### src/design/csp_pkg.sv
// csp_pkg: shared types and constants for the CSR pattern SpMV block.
// No dependencies; imported by csp_front, csp_back and csr_pattern_spmv.
package csp_pkg;

  localparam int PRODUCT_W = 38;
  localparam int OUT_ROWS_MAX = 64;
  localparam logic [6:0] ENTRY_COUNT_MAX = 7'd127;

  localparam logic [2:0] OP_APPEND = 3'd0;
  localparam logic [2:0] OP_CLOSE = 3'd1;
  localparam logic [2:0] OP_VEC_WR = 3'd2;
  localparam logic [2:0] OP_MULTIPLY = 3'd3;
  localparam logic [2:0] OP_QUERY = 3'd4;

  localparam logic KIND_PRODUCT = 1'b0;
  localparam logic KIND_QUERY = 1'b1;

  typedef struct packed {
    logic [2:0] op;
    logic [5:0] row;
    logic [5:0] column;
    logic signed [31:0] value;
  } item_t;

  // front -> back handshake on the item queue
  typedef struct packed {
    logic  valid;
    item_t item;
  } queue_head_t;

  typedef enum logic [3:0] {
    S_IDLE,
    S_CLOSE,
    S_ROW_RD,
    S_WALK,
    S_COL_WAIT,
    S_VEC_WAIT,
    S_EMIT,
    S_Q_RD0,
    S_Q_RD1,
    S_Q_WALK,
    S_Q_CMP,
    S_Q_EMIT
  } back_state_e;

endpackage

### src/design/csp_front.sv
// csp_front: accepts input words into a two-entry queue.
// Depends on csp_pkg (item_t, queue_head_t).
module csp_front (
  input  logic                 clk_i,
  input  logic                 rst_ni,
  input  logic                 in_valid_i,
  output logic                 in_stall_o,
  input  csp_pkg::item_t       item_i,
  output csp_pkg::queue_head_t head_o,
  input  logic                 pop_i
);
  import csp_pkg::*;

  item_t      slot_q [2];
  logic       wr_ptr_q, wr_ptr_d;
  logic       rd_ptr_q, rd_ptr_d;
  logic [1:0] count_q, count_d;
  logic       push, pop;

  assign in_stall_o = (count_q == 2'd2);
  assign push = in_valid_i && !in_stall_o;
  assign pop = pop_i && (count_q != 2'd0);
  assign head_o.valid = (count_q != 2'd0);
  assign head_o.item = slot_q[rd_ptr_q];

  always_comb begin
    wr_ptr_d = push ? !wr_ptr_q : wr_ptr_q;
    rd_ptr_d = pop ? !rd_ptr_q : rd_ptr_q;
    count_d = count_q + {1'b0, push} - {1'b0, pop};
  end

  always_ff @(posedge clk_i or negedge rst_ni) begin
    if (!rst_ni) begin
      wr_ptr_q <= 1'b0;
      rd_ptr_q <= 1'b0;
      count_q <= 2'd0;
    end else begin
      wr_ptr_q <= wr_ptr_d;
      rd_ptr_q <= rd_ptr_d;
      count_q <= count_d;
    end
  end

  always_ff @(posedge clk_i) begin
    if (push) begin
      slot_q[wr_ptr_q] <= item_i;
    end
  end

endmodule

### config.mk
export PLATFORM = sky130hd
export DESIGN_NAME = csp_front
export DESIGN_NICKNAME = d
export VERILOG_FILES = /design/src/design/csp_pkg.sv /design/src/design/csp_front.sv
export SDC_FILE = /design/constraint.sdc
export NUM_CORES = 1
export LEC_CHECK = 0
export BUFFER_PORTS_ARGS = -buffer_cell sky130_fd_sc_hd__buf_4
export CAP_MARGIN = 20
export CORE_MARGIN = 2
export CORE_UTILIZATION = 52
export CTS_CLUSTER_DIAMETER = 120
export CTS_CLUSTER_SIZE = 16
export DETAILED_ROUTE_END_ITERATION = 12
export GPL_TIMING_DRIVEN = 0
export MAX_ROUTING_LAYER = met4
export PLACE_DENSITY = 0.76
export SKIP_LAST_GASP = 1
export SLEW_MARGIN = 20
export SYNTH_ARGS = -nofsm -noshare
export SYNTH_HDL_FRONTEND = slang
export SYNTH_SLANG_ARGS = --single-unit
### constraint.sdc
create_clock -name clk_i -period 3.65 [get_ports clk_i]
set_input_delay 0.5475 -clock clk_i [delete_from_list [all_inputs] [get_ports clk_i]]
set_output_delay 0.5475 -clock clk_i [all_outputs]
set_load 0.05 [all_outputs]
==> results.ini <==
[setup_path]
r2r_cells = 4
worst_ep_arrival_time_ns = 1.63
path_cells = buf_6 > buf_6 > mux2_4 > buf_4
crit_slowest_cell = dfrtp_1
slowest_delay_ns = 0.40
cp.buffers_inverters = 3
reg2reg_to = slot_q[0][32]$_DFFE_PP_
reg2reg_slack_ns = 1.80
crit_required_ns = 3.10
path_delay_family = buffers and inverters
crit_fanout = 10
r2r-start = count_q[1]$_DFF_PN0_
cp-end-kind = primary output
critical_path_class = reg2out
timing.critical_path.mode_cell = buf_6
worst_setup_path_start_kind = register

[routing]
drc_errors = 0
ant_nets = 0
first_pass_iters = 4
avgRoutedWirePerCell_um = 15.30
via_per_inst = 4.820
drt_iter0_markers = 109
route.vias.total = 1822
routed_wl_mm = 5.785

[global_routing]
grt-ovfl-total = 0
antenna_found_initial = 0
grt_max_degree = 29
grt_usage = 0.1593
grt_pass1_vias = 1842
grt_pass1_wl_mm = 8.625

[final_layout]
fin_util = 0.7013
final_cells = 378
design_area_um2 = 4791
drive_above_1_share = 0.6064
nNetsFinal = 330
synthToLayoutAreaGrowth_pct = 30.42
n_antenna_cell = 0

[pwr]
power.density_nw_per_um2 = 915.4
power.leakage_nw = 1.864
peakVddDrop_uv = 660.4

[sta]
final_max_slew_viol_count = 0
skew_ns = 0.006396
rsz0062_at_grt = false
setup_viol = 0
fmax_ghz = 0.4593
finalSetupTns_ns = 0
timing.final.crit_share = 0.5965
maxSlewHeadroom = 0.5192
hold_violations = 0
tightest_slew_ns = 0.7195
period_minus_slack_ns = 2.177
hold_slack_ns = 0.3683

[synth]
syn-num-nets = 217
yosysMostFrequentCell = edfxtp_1
netlist_top_cells_count = edfxtp_1 (94), mux2_2 (27), mux2_4 (20)
synthesis.area_um2 = 3674
ys_seq_elements = 98
yosysTopAreaCell = edfxtp_1
synth_flop_cell = edfxtp_1
ys_types = 16
syn_area_per_cell_um2 = 22.40
ys_seq_area_frac = 0.7956
synth.top_cell.area_share = 0.7684
yosysWarningCount = 0
synth_edf_count = 94
syn-instance-count = 164
ys_top_cells_by_area = edfxtp_1 (77%), mux2_2 (8.3%), mux2_4 (8.2%)
synthArstFlopShare = 0.04082

[clocking]
cts_resized = 0
clk_pin_slew_ns = 0.09
clock_latency_ns = 0.36
cts.sinks = 98
cts_tree = yes
cts_root_buffer = clkbuf_8
htree_levels = 3
clockBufferDepth = 2
postCtsHoldBufs = 1
postCtsSetupRepairBufs = 0
cts_buffers = 9

[outcome]
run_status = complete, no violations

[placement]
place.port_buffers = 99
placed_area_um2 = 4586
place_congestion = 0.6704
dp.cells = 361
hpwl_mm = 3.974

[hold_path]
hp-class = in2reg
worstHoldPathCells = 1
holdPathEnd = slot_q[0][8]$_DFFE_PP_
hold_start = item_i[8]

[floorplan]
std_cell_rows = 30
initial_core_util = 0.5377
die_w_um = 88.05
die-area_um2 = 7753
core_um2 = 6832
die_y_um = 88.05
ios = 100

[flow_run]
drv_cap = 0

[worst reg2reg max path: stages, from the launching register on]
cell and delay (ns):
dfrtp_1 0.41, nand2b_1 0.13, nand2_1 0.14, nor2_4 0.58, buf_12 0.28
[metrics by stage]
stage	setup WS (ns)	total power (W)
after floorplan	0.5835	0.003187
after global placement	-0.5929	0.003721
after detailed placement	1.684	0.003771
after CTS	1.434	0.004439
after global routing	1.391	0.004564
final	1.473	0.004386
[per-layer routing]
layer	track usage	wire length (um)	share of wire
met1	0.1889	2358	0.41
met2	0.2445	2824	0.49
met3	0.05467	483	0.083
met4	0.07851	119	0.021
met5	-	0	0
[cells by family (layout without fill, tap and decap cells)]
logic type | Yosys count | after routing | synth area share
xor+xnor | 4 | 4 | 0.009539
fa+ha+maj | 2 | 2 | 0.006811
buf+inv | 7 | 125 | 0.01396
flops | 98 | 98 | 0.7956
mux | 47 | 47 | 0.1645
simple gates | 6 | 6 | 0.009539
[sequential cells by signal (all words and copies together), names as in the netlist]
name and flops:
slot_q 94, count_q 2, rd_ptr_q 1, wr_ptr_q 1
[area by class of cell]
class / count / area, um2
multi-input combinational: 59 / 708.2
clock inverter: 6 / 67.56
fill: 490 / 2041
timing repair buffer: 102 / 793.3
sequential: 98 / 2923
tap: 96 / 120.1
buffer: 5 / 43.79
clock buffer: 10 / 127.6
inverter: 2 / 7.507
[placed cells by master (no fill, tap or decap)]
master	instances
edfxtp_1	94
buf_6	3
inv_1	2
mux2_2	27
and2_4	1
nand2b_1	1
xor2_1	1
clkbuf_1	1
nand2_1	1
bufinv_16	1
nor2_4	1
xnor2_1	3
and3_2	1
ha_1	2
dfrtp_1	4
or2_1	1
buf_12	2
dlygate4sd3_1	1
buf_4	99
clkbuf_8	9
clkinvlp_4	2
clkinv_2	1
buf_2	2
mux2_4	20
clkinv_4	2
[power by group]
part | internal (W) | leakage (nW) | switching (W)
Combinational | 0.000759 | 0.852 | 0.00135
Clock | 0.000318 | 0.0925 | 0.000353
Sequential | 0.00154 | 0.920 | 0.0000686
[worst max-delay path by stage]
stage / from / to / slack, ns / depth (start not counted)
floorplan: in_valid_i / slot_q[0][0]$_DFFE_PP_ / 0.58 / 2
global placement: in_valid_i / slot_q[0][34]$_DFFE_PP_ / -0.59 / 3
detailed placement: in_valid_i / slot_q[0][34]$_DFFE_PP_ / 1.68 / 4
CTS: rd_ptr_q$_DFFE_PN0P_ / head_o[26] / 1.43 / 4
global route: rd_ptr_q$_DFFE_PN0P_ / head_o[17] / 1.39 / 4
finish: rd_ptr_q$_DFFE_PN0P_ / head_o[26] / 1.47 / 4
Power figures use the tool's default switching activity.
